==> config.mk <==
export PLATFORM = sky130hd
export DESIGN_NAME = multi_bus_gain_fader_core
export DESIGN_NICKNAME = d
export VERILOG_FILES = /design/src/hw/rtl/mbgf_pkg.sv /design/src/hw/rtl/multi_bus_gain_fader_core.sv
export SDC_FILE = /design/constraint.sdc
export NUM_CORES = 2
export LEC_CHECK = 0
export BUFFER_PORTS_ARGS = -buffer_cell sky130_fd_sc_hd__buf_2
export CAP_MARGIN = 40
export CORE_AREA = 2 2 269 271
export CTS_BUF_LIST = sky130_fd_sc_hd__clkbuf_8 sky130_fd_sc_hd__clkbuf_16
export DETAILED_ROUTE_END_ITERATION = 6
export DIE_AREA = 0 0 271 273
export HOLD_SLACK_MARGIN = 0.12
export PLACE_DENSITY_LB_ADDON = 0.15
export SLEW_MARGIN = 20
export SYNTH_ARGS = -nofsm -noshare
export SYNTH_HDL_FRONTEND = slang
export SYNTH_SLANG_ARGS = --single-unit
==> constraint.sdc <==
create_clock -name clk -period 7.6 [get_ports clk]
set_input_delay 1.14 -clock clk [delete_from_list [all_inputs] [get_ports clk]]
set_output_delay 1.14 -clock clk [all_outputs]
set_load 0.01 [all_outputs]
==> src/hw/rtl/mbgf_pkg.sv <==
// Package for the multi-bus gain fader: widths, reset values, command codes
// and the music-bus test. Depends on nothing; used by multi_bus_gain_fader_core.
`timescale 1ns / 1ps

package mbgf_pkg;

    // Bus addressing: every bus_select code names a bus.
    localparam int BUS_W     = 2;
    localparam int NUM_BUSES = 1 << BUS_W;
    localparam int MUSIC_BUS = 1;

    // Field widths and fixed-point layout.
    localparam int Q15_W      = 17;
    localparam int TICK_W     = 16;
    localparam int EXTRA_BITS = 16;
    localparam int GAIN_W     = Q15_W + EXTRA_BITS;
    localparam int EFF_W      = 19;
    localparam int EFF1_W     = 18;
    localparam int Q31_SHIFT  = 31;

    // Shift-add multiplier and restoring divider sizes.
    localparam int MUL_B_W   = 19;
    localparam int PROD_W    = GAIN_W + MUL_B_W;
    localparam int STEP_W    = GAIN_W + TICK_W;
    localparam int CNT_W     = 6;
    localparam int DIV_STEPS = GAIN_W;
    localparam int MUL_STEPS = MUL_B_W;

    typedef logic [1:0]        func_t;
    typedef logic [Q15_W-1:0]  q15_t;
    typedef logic [GAIN_W-1:0] gain_t;

    // Command codes.
    localparam func_t FUNC_FADE  = 2'd0;
    localparam func_t FUNC_TICK  = 2'd1;
    localparam func_t FUNC_QUERY = 2'd2;

    localparam q15_t  MAX_Q15    = q15_t'(65536);
    localparam q15_t  UNITY_Q15  = q15_t'(32768);
    localparam gain_t UNITY_GAIN = {UNITY_Q15, {EXTRA_BITS{1'b0}}};

    // The master and the music bus drive the refresh flag.
    function automatic logic music_related(input logic [BUS_W-1:0] b);
        return (b == '0) || (int'(b) == MUSIC_BUS);
    endfunction

endpackage

==> src/hw/rtl/multi_bus_gain_fader_core.sv <==
// Multi-bus gain fader: per-bus gain, target and ramp rate with a shared
// bit-serial multiplier and divider. Depends on mbgf_pkg.
`timescale 1ns / 1ps

// Usage
// - Input channel (in_valid / in_stall) carries one command beat: func,
//   bus_select, gain_value, ticks. A beat is taken when in_valid is high and
//   in_stall is low. Commands are worked one at a time; in_stall is high
//   while a command is in progress.
// - Output channel (out_valid / out_stall) returns exactly one result beat
//   per command: bus_gain, scaled_gain, music_moved. A result waits in
//   the output register while out_stall is high, and the next command can
//   already be accepted and worked meanwhile; it finishes once the register
//   is free.
// - Arithmetic done per command:
//     immediate set, unused code, zero-tick tick: no divide or multiply
//     fade with a duration: 33-step restoring divider
//     query: one multiply on the master, two on another bus (19-step multiplier
//       per factor)
//     tick: one 19-step multiply per ramping bus
//   A new command is accepted the cycle after the previous one finishes.
// - Reset puts every bus at unity gain with a unity target and no ramp,
//   and empties the output register.

module multi_bus_gain_fader_core (
    input  logic                          clk,
    input  logic                          rst_n,
    input  logic                          in_valid,
    output logic                          in_stall,
    input  logic [1:0]                    func,
    input  logic [mbgf_pkg::BUS_W-1:0]    bus_select,
    input  logic [mbgf_pkg::Q15_W-1:0]    gain_value,
    input  logic [mbgf_pkg::TICK_W-1:0]   ticks,
    output logic                          out_valid,
    input  logic                          out_stall,
    output logic [mbgf_pkg::Q15_W-1:0]    bus_gain,
    output logic [mbgf_pkg::EFF_W-1:0]    scaled_gain,
    output logic                          music_moved
);

    // Sequencer state codes.
    localparam logic [3:0] S_IDLE     = 4'd0;
    localparam logic [3:0] S_DISPATCH = 4'd1;
    localparam logic [3:0] S_DIV      = 4'd2;
    localparam logic [3:0] S_FADE_WR  = 4'd3;
    localparam logic [3:0] S_TICK_CHK = 4'd4;
    localparam logic [3:0] S_TICK_UPD = 4'd5;
    localparam logic [3:0] S_MUL      = 4'd6;
    localparam logic [3:0] S_Q_MID    = 4'd7;
    localparam logic [3:0] S_Q_LOAD2  = 4'd8;
    localparam logic [3:0] S_Q_END    = 4'd9;
    localparam logic [3:0] S_DONE     = 4'd10;

    localparam logic [mbgf_pkg::BUS_W-1:0] LAST_BUS =
        mbgf_pkg::BUS_W'(mbgf_pkg::NUM_BUSES - 1);

    // Per-bus state, read and written at idx_reg only.
    mbgf_pkg::gain_t gain_mem_reg   [mbgf_pkg::NUM_BUSES];
    mbgf_pkg::q15_t  target_mem_reg [mbgf_pkg::NUM_BUSES];
    mbgf_pkg::gain_t rate_mem_reg   [mbgf_pkg::NUM_BUSES];

    logic                          gain_we;
    mbgf_pkg::gain_t               gain_wdata;
    logic                          target_we;
    mbgf_pkg::q15_t                target_wdata;
    logic                          rate_we;
    mbgf_pkg::gain_t               rate_wdata;

    // Control and working registers.
    logic [3:0]                    state_reg, state_next;
    logic [3:0]                    ret_reg, ret_next;
    logic [mbgf_pkg::BUS_W-1:0]    idx_reg, idx_next;
    logic [mbgf_pkg::CNT_W-1:0]    cnt_reg, cnt_next;
    mbgf_pkg::func_t               func_reg, func_next;
    logic [mbgf_pkg::BUS_W-1:0]    bus_reg, bus_next;
    mbgf_pkg::q15_t                gv_reg, gv_next;
    logic [mbgf_pkg::TICK_W-1:0]   ticks_reg, ticks_next;
    logic                          diff_nz_reg, diff_nz_next;
    mbgf_pkg::gain_t               quo_reg, quo_next;
    logic [mbgf_pkg::TICK_W-1:0]   rem_reg, rem_next;
    mbgf_pkg::gain_t               mul_a_reg, mul_a_next;
    logic [mbgf_pkg::MUL_B_W-1:0]  mul_b_reg, mul_b_next;
    logic [mbgf_pkg::PROD_W-1:0]   prod_reg, prod_next;
    logic [mbgf_pkg::EFF_W-1:0]    eff_reg, eff_next;
    logic                          moved_reg, moved_next;

    // Output register.
    logic                          out_valid_reg, out_valid_next;
    mbgf_pkg::q15_t                out_gain_reg, out_gain_next;
    logic [mbgf_pkg::EFF_W-1:0]    out_eff_reg, out_eff_next;
    logic                          out_moved_reg, out_moved_next;

    // Datapath terms.
    logic                          accept;
    mbgf_pkg::q15_t                gv_clamped;
    mbgf_pkg::gain_t               g_cur;
    mbgf_pkg::gain_t               t_cur;
    mbgf_pkg::gain_t               t_fade;
    mbgf_pkg::gain_t               fade_diff;
    logic                          tick_up;
    mbgf_pkg::gain_t               tick_dist;
    logic [mbgf_pkg::STEP_W-1:0]   tick_step;
    logic                          tick_reach;
    mbgf_pkg::gain_t               tick_gain;
    logic [mbgf_pkg::GAIN_W:0]     mul_sum;
    logic [mbgf_pkg::TICK_W:0]     div_shift;
    logic [mbgf_pkg::TICK_W:0]     div_trial;
    logic                          div_ge;
    logic [mbgf_pkg::EFF1_W-1:0]   eff1;

    assign accept    = in_valid && !in_stall;
    assign in_stall  = (state_reg != S_IDLE);
    assign out_valid = out_valid_reg;
    assign bus_gain  = out_gain_reg;
    assign scaled_gain    = out_eff_reg;
    assign music_moved    = out_moved_reg;

    // Requested gains saturate at 2.0.
    assign gv_clamped = (gain_value > mbgf_pkg::MAX_Q15) ? mbgf_pkg::MAX_Q15 : gain_value;

    // Current bus entry and its target in Q2.31.
    assign g_cur  = gain_mem_reg[idx_reg];
    assign t_cur  = {target_mem_reg[idx_reg], {mbgf_pkg::EXTRA_BITS{1'b0}}};
    assign t_fade = {gv_reg, {mbgf_pkg::EXTRA_BITS{1'b0}}};
    assign fade_diff = (g_cur > t_fade) ? (g_cur - t_fade) : (t_fade - g_cur);

    // Tick update: move toward the target, stop exactly on it.
    assign tick_step  = prod_reg[mbgf_pkg::STEP_W-1:0];
    assign tick_up    = (g_cur < t_cur);
    assign tick_dist  = tick_up ? (t_cur - g_cur) : (g_cur - t_cur);
    assign tick_reach = ({{(mbgf_pkg::STEP_W - mbgf_pkg::GAIN_W){1'b0}}, tick_dist}
                         <= tick_step);
    assign tick_gain  = tick_reach ? t_cur :
                        (tick_up ? (g_cur + tick_step[mbgf_pkg::GAIN_W-1:0])
                                 : (g_cur - tick_step[mbgf_pkg::GAIN_W-1:0]));

    // One shift-add step of the multiplier: one multiplier bit per cycle.
    assign mul_sum = {1'b0, prod_reg[mbgf_pkg::PROD_W-1:mbgf_pkg::MUL_B_W]}
                   + (mul_b_reg[0] ? {1'b0, mul_a_reg} : '0);

    // One step of the restoring divider: one quotient bit per cycle.
    assign div_shift = {rem_reg, quo_reg[mbgf_pkg::GAIN_W-1]};
    assign div_trial = div_shift - {1'b0, ticks_reg};
    assign div_ge    = (div_shift >= {1'b0, ticks_reg});

    // First query product, truncated to Q3.15.
    assign eff1 = prod_reg[mbgf_pkg::Q31_SHIFT +: mbgf_pkg::EFF1_W];

    // Sequencer and datapath next values.
    always_comb
    begin
        state_next     = state_reg;
        ret_next       = ret_reg;
        idx_next       = idx_reg;
        cnt_next       = cnt_reg;
        func_next      = func_reg;
        bus_next       = bus_reg;
        gv_next        = gv_reg;
        ticks_next     = ticks_reg;
        diff_nz_next   = diff_nz_reg;
        quo_next       = quo_reg;
        rem_next       = rem_reg;
        mul_a_next     = mul_a_reg;
        mul_b_next     = mul_b_reg;
        prod_next      = prod_reg;
        eff_next       = eff_reg;
        moved_next     = moved_reg;
        gain_we        = 1'b0;
        gain_wdata     = t_fade;
        target_we      = 1'b0;
        target_wdata   = gv_reg;
        rate_we        = 1'b0;
        rate_wdata     = '0;
        out_valid_next = out_valid_reg;
        out_gain_next  = out_gain_reg;
        out_eff_next   = out_eff_reg;
        out_moved_next = out_moved_reg;

        // The receiver took the waiting result.
        if (out_valid_reg && !out_stall)
        begin
            out_valid_next = 1'b0;
        end

        case (state_reg)
            S_IDLE:
            begin
                if (accept)
                begin
                    func_next  = func;
                    bus_next   = bus_select;
                    gv_next    = gv_clamped;
                    ticks_next = ticks;
                    eff_next   = '0;
                    moved_next = 1'b0;
                    idx_next   = (func == mbgf_pkg::FUNC_TICK || func == mbgf_pkg::FUNC_QUERY)
                                 ? '0 : bus_select;
                    state_next = S_DISPATCH;
                end
            end

            S_DISPATCH:
            begin
                case (func_reg)
                    mbgf_pkg::FUNC_FADE:
                    begin
                        if (ticks_reg == '0)
                        begin
                            // Immediate set.
                            gain_we    = 1'b1;
                            gain_wdata = t_fade;
                            target_we  = 1'b1;
                            rate_we    = 1'b1;
                            rate_wdata = '0;
                            moved_next = mbgf_pkg::music_related(idx_reg);
                            state_next = S_DONE;
                        end
                        else
                        begin
                            quo_next     = fade_diff;
                            rem_next     = '0;
                            diff_nz_next = (fade_diff != '0);
                            cnt_next     = '0;
                            state_next   = S_DIV;
                        end
                    end
                    mbgf_pkg::FUNC_TICK:
                    begin
                        if (ticks_reg == '0)
                        begin
                            idx_next   = bus_reg;
                            state_next = S_DONE;
                        end
                        else
                        begin
                            state_next = S_TICK_CHK;
                        end
                    end
                    mbgf_pkg::FUNC_QUERY:
                    begin
                        // Requested gain times the master gain.
                        mul_a_next = g_cur;
                        mul_b_next = {{(mbgf_pkg::MUL_B_W - mbgf_pkg::Q15_W){1'b0}}, gv_reg};
                        prod_next  = '0;
                        cnt_next   = '0;
                        ret_next   = S_Q_MID;
                        state_next = S_MUL;
                    end
                    default:
                    begin
                        state_next = S_DONE;
                    end
                endcase
            end

            S_DIV:
            begin
                rem_next = div_ge ? div_trial[mbgf_pkg::TICK_W-1:0]
                                  : div_shift[mbgf_pkg::TICK_W-1:0];
                quo_next = {quo_reg[mbgf_pkg::GAIN_W-2:0], div_ge};
                cnt_next = cnt_reg + 1'b1;
                if (cnt_reg == mbgf_pkg::CNT_W'(mbgf_pkg::DIV_STEPS - 1))
                begin
                    state_next = S_FADE_WR;
                end
            end

            S_FADE_WR:
            begin
                // A nonzero difference always gets at least the smallest rate.
                target_we  = 1'b1;
                rate_we    = 1'b1;
                rate_wdata = (quo_reg == '0 && diff_nz_reg) ? mbgf_pkg::gain_t'(1) : quo_reg;
                state_next = S_DONE;
            end

            S_TICK_CHK:
            begin
                if (rate_mem_reg[idx_reg] == '0 || g_cur == t_cur)
                begin
                    if (idx_reg == LAST_BUS)
                    begin
                        idx_next   = bus_reg;
                        state_next = S_DONE;
                    end
                    else
                    begin
                        idx_next = idx_reg + 1'b1;
                    end
                end
                else
                begin
                    // Step length is rate times elapsed ticks.
                    mul_a_next = rate_mem_reg[idx_reg];
                    mul_b_next = {{(mbgf_pkg::MUL_B_W - mbgf_pkg::TICK_W){1'b0}}, ticks_reg};
                    prod_next  = '0;
                    cnt_next   = '0;
                    ret_next   = S_TICK_UPD;
                    state_next = S_MUL;
                end
            end

            S_TICK_UPD:
            begin
                gain_we    = 1'b1;
                gain_wdata = tick_gain;
                if (tick_reach)
                begin
                    rate_we    = 1'b1;
                    rate_wdata = '0;
                end
                if (mbgf_pkg::music_related(idx_reg))
                begin
                    moved_next = 1'b1;
                end
                if (idx_reg == LAST_BUS)
                begin
                    idx_next   = bus_reg;
                    state_next = S_DONE;
                end
                else
                begin
                    idx_next   = idx_reg + 1'b1;
                    state_next = S_TICK_CHK;
                end
            end

            S_MUL:
            begin
                prod_next  = {mul_sum, prod_reg[mbgf_pkg::MUL_B_W-1:1]};
                mul_b_next = mul_b_reg >> 1;
                cnt_next   = cnt_reg + 1'b1;
                if (cnt_reg == mbgf_pkg::CNT_W'(mbgf_pkg::MUL_STEPS - 1))
                begin
                    state_next = ret_reg;
                end
            end

            S_Q_MID:
            begin
                if (bus_reg == '0)
                begin
                    eff_next   = {1'b0, eff1};
                    state_next = S_DONE;
                end
                else
                begin
                    idx_next   = bus_reg;
                    mul_b_next = {{(mbgf_pkg::MUL_B_W - mbgf_pkg::EFF1_W){1'b0}}, eff1};
                    state_next = S_Q_LOAD2;
                end
            end

            S_Q_LOAD2:
            begin
                // Second factor: the selected bus gain.
                mul_a_next = g_cur;
                prod_next  = '0;
                cnt_next   = '0;
                ret_next   = S_Q_END;
                state_next = S_MUL;
            end

            S_Q_END:
            begin
                eff_next   = prod_reg[mbgf_pkg::Q31_SHIFT +: mbgf_pkg::EFF_W];
                state_next = S_DONE;
            end

            S_DONE:
            begin
                // idx_reg points at the selected bus here.
                if (!out_valid_reg || !out_stall)
                begin
                    out_valid_next = 1'b1;
                    out_gain_next  = g_cur[mbgf_pkg::GAIN_W-1 -: mbgf_pkg::Q15_W];
                    out_eff_next   = eff_reg;
                    out_moved_next = moved_reg;
                    state_next     = S_IDLE;
                end
            end

            default:
            begin
                state_next = S_IDLE;
            end
        endcase
    end

    // Control registers.
    always_ff @(posedge clk or negedge rst_n)
    begin
        if (!rst_n)
        begin
            state_reg     <= S_IDLE;
            ret_reg       <= S_IDLE;
            idx_reg       <= '0;
            cnt_reg       <= '0;
            out_valid_reg <= 1'b0;
        end
        else
        begin
            state_reg     <= state_next;
            ret_reg       <= ret_next;
            idx_reg       <= idx_next;
            cnt_reg       <= cnt_next;
            out_valid_reg <= out_valid_next;
        end
    end

    // Per-bus state with its reset values.
    always_ff @(posedge clk or negedge rst_n)
    begin
        if (!rst_n)
        begin
            for (int i = 0; i < mbgf_pkg::NUM_BUSES; i++)
            begin
                gain_mem_reg[i]   <= mbgf_pkg::UNITY_GAIN;
                target_mem_reg[i] <= mbgf_pkg::UNITY_Q15;
                rate_mem_reg[i]   <= '0;
            end
        end
        else
        begin
            if (gain_we)
            begin
                gain_mem_reg[idx_reg] <= gain_wdata;
            end
            if (target_we)
            begin
                target_mem_reg[idx_reg] <= target_wdata;
            end
            if (rate_we)
            begin
                rate_mem_reg[idx_reg] <= rate_wdata;
            end
        end
    end

    // Payload and working registers.
    always_ff @(posedge clk)
    begin
        func_reg      <= func_next;
        bus_reg       <= bus_next;
        gv_reg        <= gv_next;
        ticks_reg     <= ticks_next;
        diff_nz_reg   <= diff_nz_next;
        quo_reg       <= quo_next;
        rem_reg       <= rem_next;
        mul_a_reg     <= mul_a_next;
        mul_b_reg     <= mul_b_next;
        prod_reg      <= prod_next;
        eff_reg       <= eff_next;
        moved_reg     <= moved_next;
        out_gain_reg  <= out_gain_next;
        out_eff_reg   <= out_eff_next;
        out_moved_reg <= out_moved_next;
    end

endmodule
**Word level (Yosys, flattened, before mapping)**

Cells that the tools add are included.

- Output and inout bits: 39
- Word-level logic and storage cells: 214
- Bits of input ports: 41
- Flip-flop bits (word level): 597

- Reductions and logical operators: 42
- Magnitude comparators: 7
- Mux-type cells: 85
- Eq/ne operators: 36
- Bitwise operators: 2
- Add/sub/neg operators: 10

Operators with widths:

| kind | count |
|---|---|
| 33-bit 2-to-1 mux | 17 |
| 132-bit bitwise mux | 2 |
| 52-bit case mux with 4 select lines | 1 |
| 33-bit subtractor | 5 |
| 33-bit binary-select mux with 2-bit select | 2 |
| 52-bit 2-to-1 mux | 2 |
| 33-bit case mux with 3 select lines | 1 |
| 19-bit 2-to-1 mux | 5 |
| 19-bit case mux with 4 select lines | 1 |
| 68-bit bitwise mux | 1 |
| 33-bit demux with 2-bit select | 1 |
| 33-bit logical NOT | 2 |
| 33-bit case mux with 2 select lines | 1 |
| 19-bit case mux with 3 select lines | 1 |
| 17-bit 2-to-1 mux | 3 |
| 33-bit by 49-bit less-or-equal comparator with 1-bit output | 1 |
| 16-bit 2-to-1 mux | 3 |
| 4-bit 2-to-1 mux | 11 |
| 4-bit case mux with 10 select lines | 1 |
| 33-bit by 33-bit adder with 34-bit output | 1 |
| 17-bit binary-select mux with 2-bit select | 1 |
| 17-bit demux with 2-bit select | 1 |
| 33-bit adder | 1 |
| 33-bit == test | 1 |
| 50 further kinds | 116 |

**Longest topological paths before layout**

- Depth after elaboration: 10
- Depth in mapped cells: 35
- Mapped depth without buffers: 26

**Worst setup path after synthesis**

OpenSTA, ideal clock, no wires.

- Path kind: register to register
- Start: register idx_reg[0] in the netlist's numbering
- End: register rate_mem_reg[101] in the netlist's numbering
- Setup slack: -0.646 ns
- Clock period less this slack: 8.246 ns
- Required time: 7.475 ns
- Path buffers: 11
- Cell stages (with the launch flop): 32
- Library setup time: 0.125 ns
- Arrival time: 8.121 ns
- Path through: dfrtp_1 buf_6 buf_6 buf_2 buf_2 buf_2 buf_2 mux4_2 inv_1 ha_1 clkbuf_1 a21o_1 a21oi_1 nor3b_1 a2111oi_0 o32ai_1 clkbuf_1 clkbuf_1 nand2_1 xor2_1 ha_1 nand4_1 or2_2 o221ai_1 a221oi_1 a21oi_1 nor2_1 or2_2 clkbuf_1 nand2_1 buf_1 mux2_2

- Cells in the longest elaborated chain, start to end: 9
- Elaborated cells on any way between the ends: 20
- Those cells by class: 2 x add/sub; 4 x order compare; 12 x mux; 1 x bitwise; 1 x reduce/logical

Ends and longest elaborated chain:

| what | line | source |
|---|---|---|
| start, declared | multi_bus_gain_fader_core.sv:72 | `logic [mbgf_pkg::BUS_W-1:0] idx_reg, idx_next;` |
| start signal, assigned | multi_bus_gain_fader_core.sv:405 | `idx_reg <= idx_next;` |
| 2-bit inverter with 3-bit output (not written as such) * | multi_bus_gain_fader_core.sv:122 | `assign g_cur = gain_mem_reg[idx_reg];` |
| 33-bit binary-select mux with 2-bit select * | multi_bus_gain_fader_core.sv:122 |  |
| 33-bit 2-to-1 mux (not written as such) * (2 in a row) | multi_bus_gain_fader_core.sv:122 |  |
| via g_cur[23] | multi_bus_gain_fader_core.sv:96 | `mbgf_pkg::gain_t g_cur;` |
| 33-bit subtractor / 33-bit less-than comparator (equally long branches) | multi_bus_gain_fader_core.sv:130, multi_bus_gain_fader_core.sv:129 |  |
| 33-bit 2-to-1 mux * | multi_bus_gain_fader_core.sv:130 | `assign tick_dist = tick_up ? (t_cur - g_cur) : (g_cur - t_cur);` |
| 33-bit by 49-bit less-or-equal comparator with 1-bit output * | multi_bus_gain_fader_core.sv:132 | `<= tick_step);` |
| 1-bit 2-to-1 mux * | multi_bus_gain_fader_core.sv:307 | `if (tick_reach)` |
| 1-bit case mux with 3 select lines * | multi_bus_gain_fader_core.sv:185 | `case (state_reg)` |
| end signal, assigned by index | multi_bus_gain_fader_core.sv:435 | `rate_mem_reg[idx_reg] <= rate_wdata;` |
| end, declared | multi_bus_gain_fader_core.sv:60 | `mbgf_pkg::gain_t rate_mem_reg [mbgf_pkg::NUM_BUSES];` |

The timed path passes the listed nets; every way through them passes the cells marked *. The select of a mux whose other input is x is not followed.
A chain may end at the register's enable or synchronous reset.

**Final worst setup path**

- Start: register idx_reg[0] in the netlist's numbering
- End: register gain_mem_reg[73] in the netlist's numbering

- Cells in the longest elaborated chain, start to end: 10
- Elaborated cells on any way between the ends: 23
- Those cells by class: 4 x add/sub; 4 x order compare; 13 x mux; 1 x bitwise; 1 x reduce/logical

Ends and longest elaborated chain:

| what | line | source |
|---|---|---|
| 2-bit inverter with 3-bit output (not written as such) * | multi_bus_gain_fader_core.sv:122, multi_bus_gain_fader_core.sv:123, multi_bus_gain_fader_core.sv:427 |  |
| 33-bit binary-select mux with 2-bit select / 17-bit binary-select mux with 2-bit select (equally long branches) | multi_bus_gain_fader_core.sv:122, multi_bus_gain_fader_core.sv:123 |  |
| 33-bit 2-to-1 mux (not written as such) / 17-bit 2-to-1 mux (equally long branches) (2 in a row) | multi_bus_gain_fader_core.sv:122, multi_bus_gain_fader_core.sv:123 |  |
| 33-bit subtractor / 33-bit less-than comparator (equally long branches) | multi_bus_gain_fader_core.sv:130, multi_bus_gain_fader_core.sv:129 |  |
| 33-bit 2-to-1 mux | multi_bus_gain_fader_core.sv:130 |  |
| 33-bit by 49-bit less-or-equal comparator with 1-bit output | multi_bus_gain_fader_core.sv:132 |  |
| 33-bit 2-to-1 mux | multi_bus_gain_fader_core.sv:133 | `assign tick_gain = tick_reach ? t_cur :` |
| 33-bit 2-to-1 mux | - |  |
| 132-bit bitwise mux * | multi_bus_gain_fader_core.sv:427 | `gain_mem_reg[idx_reg] <= gain_wdata;` |
| end signal, assigned by index | multi_bus_gain_fader_core.sv:418 | `gain_mem_reg[i] <= mbgf_pkg::UNITY_GAIN;` |
| end signal, assigned by index | multi_bus_gain_fader_core.sv:427 |  |
| end, declared | multi_bus_gain_fader_core.sv:58 | `mbgf_pkg::gain_t gain_mem_reg [mbgf_pkg::NUM_BUSES];` |

Mark *: on every way between the ends. The rest lies on a longest branch, timed or not. The select of a mux whose other input is x is not followed.

==> reports/summary.md <==
* **dpl hpwl** 81,100 um
* **total clock buffers created by CTS** 69
* **CTS tree** yes
* **count of state elements after synthesis** 596
* **most used standard cell by instance count after synthesis** sky130_fd_sc_hd__nand2_1
* **flip-flop cell with the highest count after synthesis** sky130_fd_sc_hd__dfrtp_1
* **maximum frequency from static timing analysis** 138.2 MHz
* **ratio of cells with drive above 1 in the final layout** 0.1781
* **diode insertion count for antenna repair** 0
* **via count of the first global-routing pass** 27,160
* **Slew HR** 0.3027
* **total iterations of the first detailed-routing run** 7
* **first element of the critical path** idx_reg[0]$_DFFE_PN0P_
* **multiplexer fraction of the synthesized cell area** 0.1219
* **setup skew after layout** 20.75 ps
* **synthesized-area fraction occupied by adder cells** 0.07005
* **number of nets in the layout** 3,689
* **number of sinks on the clock net** 596
* **Clk network pwr share** 0.191
* **sort of element at the end of the critical path** flip-flop
* **proportion of netlist area held by the largest area contributor** 0.2425
* **H-tree depth** 3
* **data arrival at the endpoint of the critical path** 7750 ps
* **Final Hold Violating Endpoints** 0
* **buffers added on ports** 79
* **count of flip-flops with a built-in enable after synthesis** 247
* **clock insertion delay at the later pin of the skew report** 630 ps
* **xor-xnor portion of the synthesized cell area** 0.03609
* **maximum number of pins on one net before global-route repair** 143
* **area leader, netlist** sky130_fd_sc_hd__dfrtp_1
* **Mapped Area** 35,190 um^2
* **overall routing resource usage** 0.2985
* **Internal** 10,200 uW
* **min-delay worst type** reg2reg
* **critical path fanouts, max** 34
* **result of the run** complete, no violations
* **number of placed instances, taps included** 4,325
* **# DRC** 0
* **post-synthesis to final-layout area growth** 12.15%
* **portion of the post-synthesis area used by sequential elements** 0.4593
* **number of cells in the finished layout apart from fillers** 4,460
* **Initial Util** 0.4956
* **number of buffers inserted by hold repair at cts** 0
* **Hold Path Cell Cnt** 0
* **wire length of the first global-routing pass** 167,300 um
* **Crit path required time** 8120 ps
* **logic depth of the worst register-to-register path** 22
* **worst slew pin tran** 1046 ps
* **number of antenna violations at the first check in global routing** 2
* **Total Power** 17,940 uW
* **standard-cell rows** 98
* **asr flop ratio synth** 0.5856
* **CTS clock-pin slew for the worst setup and hold paths** 60 ps
* **routed wirelength normalized by instance count** 24.77 um
* **max-capacitance violation count** 0
* **Filler Cell Count** 6,200
* **minimum clock period after layout** 7234 ps
* **drt via density** 6.118
* **DP Worst Slack** 199.8 ps
* **number of DRC violations after detailed-routing iteration 0** 2,637
* **Post-Syn Instances** 3,375
* **die area** 73,980 um^2
* **count of vias placed by the detailed router** 27,290
* **Synth Area in Compound Gates** 0.1346
* **Seq pwr share** 0.284
* **I/O pin count** 80
* **average instance area after synthesis** 10.43 um^2
* **most frequent cells after synthesis** sky130_fd_sc_hd__nand2_1 (378), sky130_fd_sc_hd__dfrtp_1 (341), sky130_fd_sc_hd__o21ai_0 (284)
* **clock tree root driver cell** sky130_fd_sc_hd__clkbuf_16
* **RSZ-0062 raised after global routing** no
* **sum of negative setup slack** 0 ps
* **total of warnings raised by yosys** 0
* **Core Region** 71,000 um^2
* **number of nets with antenna violations after routing** 0
* **Register-to-Register Setup Slack** 370 ps
* **least setup slack across all paths after layout** 366.0 ps
* **switching power as a share of total power** 0.4311
* **power spent charging and discharging nets** 7732 uW
* **simple-gate share of the synthesized area** 0.1425
* **Die X-Extent** 271 um
* **distinct cell type count after synthesis** 95
* **Chip Height** 273 um
* **FF-to-FF Start** idx_reg[0]$_DFFE_PN0P_
* **combinational power share** 0.525
* **Net Count, Synth** 3,610
* **Setup crit end** gain_mem_reg[73]$_DFFE_PN0P_
* **Leak Pwr** 0.01723 uW
* **maximum vdd ir drop** 249.0 uV
* **final setup violation count** 0
* **largest family of logic cells by synthesized area** simple AND/OR/NAND/NOR gates
* **Final Max Tran Viols** 0
* **CP startpoint kind** flip-flop
* **GRT overflow** 0
* **Cell Pwr Density** 454.6 nW/um^2
* **Max clock buf depth** 3
* **path type of the worst setup path** reg2reg
* **final worst path period share** 0.9518
* **gpl congestion** 0.9687
* **final core occ** 0.5558
* **r2r endpoint** gain_mem_reg[73]$_DFFE_PN0P_
* **main area contributors after synthesis** sky130_fd_sc_hd__dfrtp_1 (24%), sky130_fd_sc_hd__edfxtp_1 (21%), sky130_fd_sc_hd__ha_1 (6.7%), sky130_fd_sc_hd__mux2_2 (6.2%), sky130_fd_sc_hd__mux4_2 (5.1%)
* **Routed WL** 110,500 um
## through the flow
step           instance area (um^2)  hold slack [ps]
2_1_floorplan                 35230            400.3
3_3_place_gp                  36880            406.2
3_5_place_dp                  36970            406.3
4_1_cts                       39330            421.0
5_1_grt                       39460            425.7
6_report                      39460            420.4
## metal layers
metal | track usage | vias up | wire [um]
met5 | 0 | - | 0
met4 | 0.1383 | 0 | 5487
met3 | 0.04130 | 232 | 6327
met2 | 0.4948 | 970 | 52820
met1 | 0.3898 | 13670 | 45850
li1 | - | 12410 | -
## placed cells by master, fill, tap and decap left out, drive strengths merged, types with 19 or more instances in the layout
| master | instances |
|---|---|
| nand2 | 379 |
| dfrtp | 341 |
| o21ai | 291 |
| nor2 | 253 |
| edfxtp | 247 |
| mux2 | 195 |
| ha | 189 |
| buf | 175 |
| a21oi | 173 |
| inv | 160 |
| xnor2 | 98 |
| and2 | 95 |
| clkbuf | 83 |
| mux4 | 82 |
| a21o | 68 |
| nor3 | 54 |
| xor2 | 47 |
| nand3 | 44 |
| nor2b | 43 |
| a211oi | 38 |
| nor4 | 37 |
| nand4 | 35 |
| or3 | 34 |
| nand2b | 25 |
| a31oi | 25 |
| mux2i | 24 |
| o22ai | 24 |
| o31ai | 23 |
| clkinv | 23 |
| o21a | 19 |
## timing repair
action                                  4_1_cts  5_1_grt
gates resized for setup                       0        5
endpoints found under the setup margin        0      229
buffers inserted                              0        5
## cell families (layout without fill, tap and decap cells)
| logic type | after synthesis | count (layout) |
|---|---|---|
| xor+xnor | 145 | 145 |
| fa+ha+maj | 194 | 194 |
| mux | 301 | 301 |
| compound gates | 773 | 773 |
| flops | 596 | 596 |
| buf+inv | 314 | 449 |
| simple gates | 1052 | 1052 |
## layout make-up
class / instances / area, um^2 / area share
timing repair buffer: 175 / 1306 / 0.03310
multi-input combinational: 2465 / 17880 / 0.4531
clock buffer: 83 / 1998 / 0.05064
tap: 950 / 1189 / 0.03012
sequential: 596 / 16170 / 0.4097
clock inverter: 44 / 366.6 / 0.009290
inverter: 147 / 551.8 / 0.01398
## power groups by stage
stage | Sequential, uW | Clock (uW) | Combinational [uW]
after floorplan | 4850 | 0 | 6650
after global placement | 5090 | 0 | 9070
after detailed placement | 5140 | 0 | 9180
after CTS | 5090 | 3480 | 9250
after global routing | 5170 | 3620 | 10300
final | 5100 | 3420 | 9420
## worst max-delay path, stage by stage, from the launching register on
cell and delay (ps):
sky130_fd_sc_hd__dfrtp_4 620, sky130_fd_sc_hd__buf_4 330, sky130_fd_sc_hd__mux4_2 570, sky130_fd_sc_hd__ha_1 450, sky130_fd_sc_hd__nand2_1 110, sky130_fd_sc_hd__a21o_1 180, sky130_fd_sc_hd__a211o_1 310, sky130_fd_sc_hd__a2111oi_1 460
sky130_fd_sc_hd__o32a_2 390, sky130_fd_sc_hd__buf_4 220, sky130_fd_sc_hd__buf_4 160, sky130_fd_sc_hd__nor2_1 60, sky130_fd_sc_hd__xor2_1 160, sky130_fd_sc_hd__ha_1 300, sky130_fd_sc_hd__nand4_1 120, sky130_fd_sc_hd__or2_2 330
sky130_fd_sc_hd__o221ai_1 450, sky130_fd_sc_hd__a221oi_1 210, sky130_fd_sc_hd__a21oi_2 260, sky130_fd_sc_hd__buf_4 400, sky130_fd_sc_hd__nand2_2 250, sky130_fd_sc_hd__or3_1 510, sky130_fd_sc_hd__o21ai_0 230
## worst min path at each step
stage	from	end	slack, ps
after global routing	eff_reg[11]$_SDFFCE_PN0P_	scaled_gain[11]$_DFFE_PP_	430
after floorplan	moved_reg$_SDFFCE_PP0P_	music_moved$_DFFE_PP_	400
after global placement	eff_reg[2]$_SDFFCE_PN0P_	scaled_gain[2]$_DFFE_PP_	410
after CTS	eff_reg[17]$_SDFFCE_PN0P_	scaled_gain[17]$_DFFE_PP_	420
final	eff_reg[17]$_SDFFCE_PN0P_	scaled_gain[17]$_DFFE_PP_	420
after detailed placement	eff_reg[13]$_SDFFCE_PN0P_	scaled_gain[13]$_DFFE_PP_	410
Note: power is estimated with default switching activity, not from simulation.
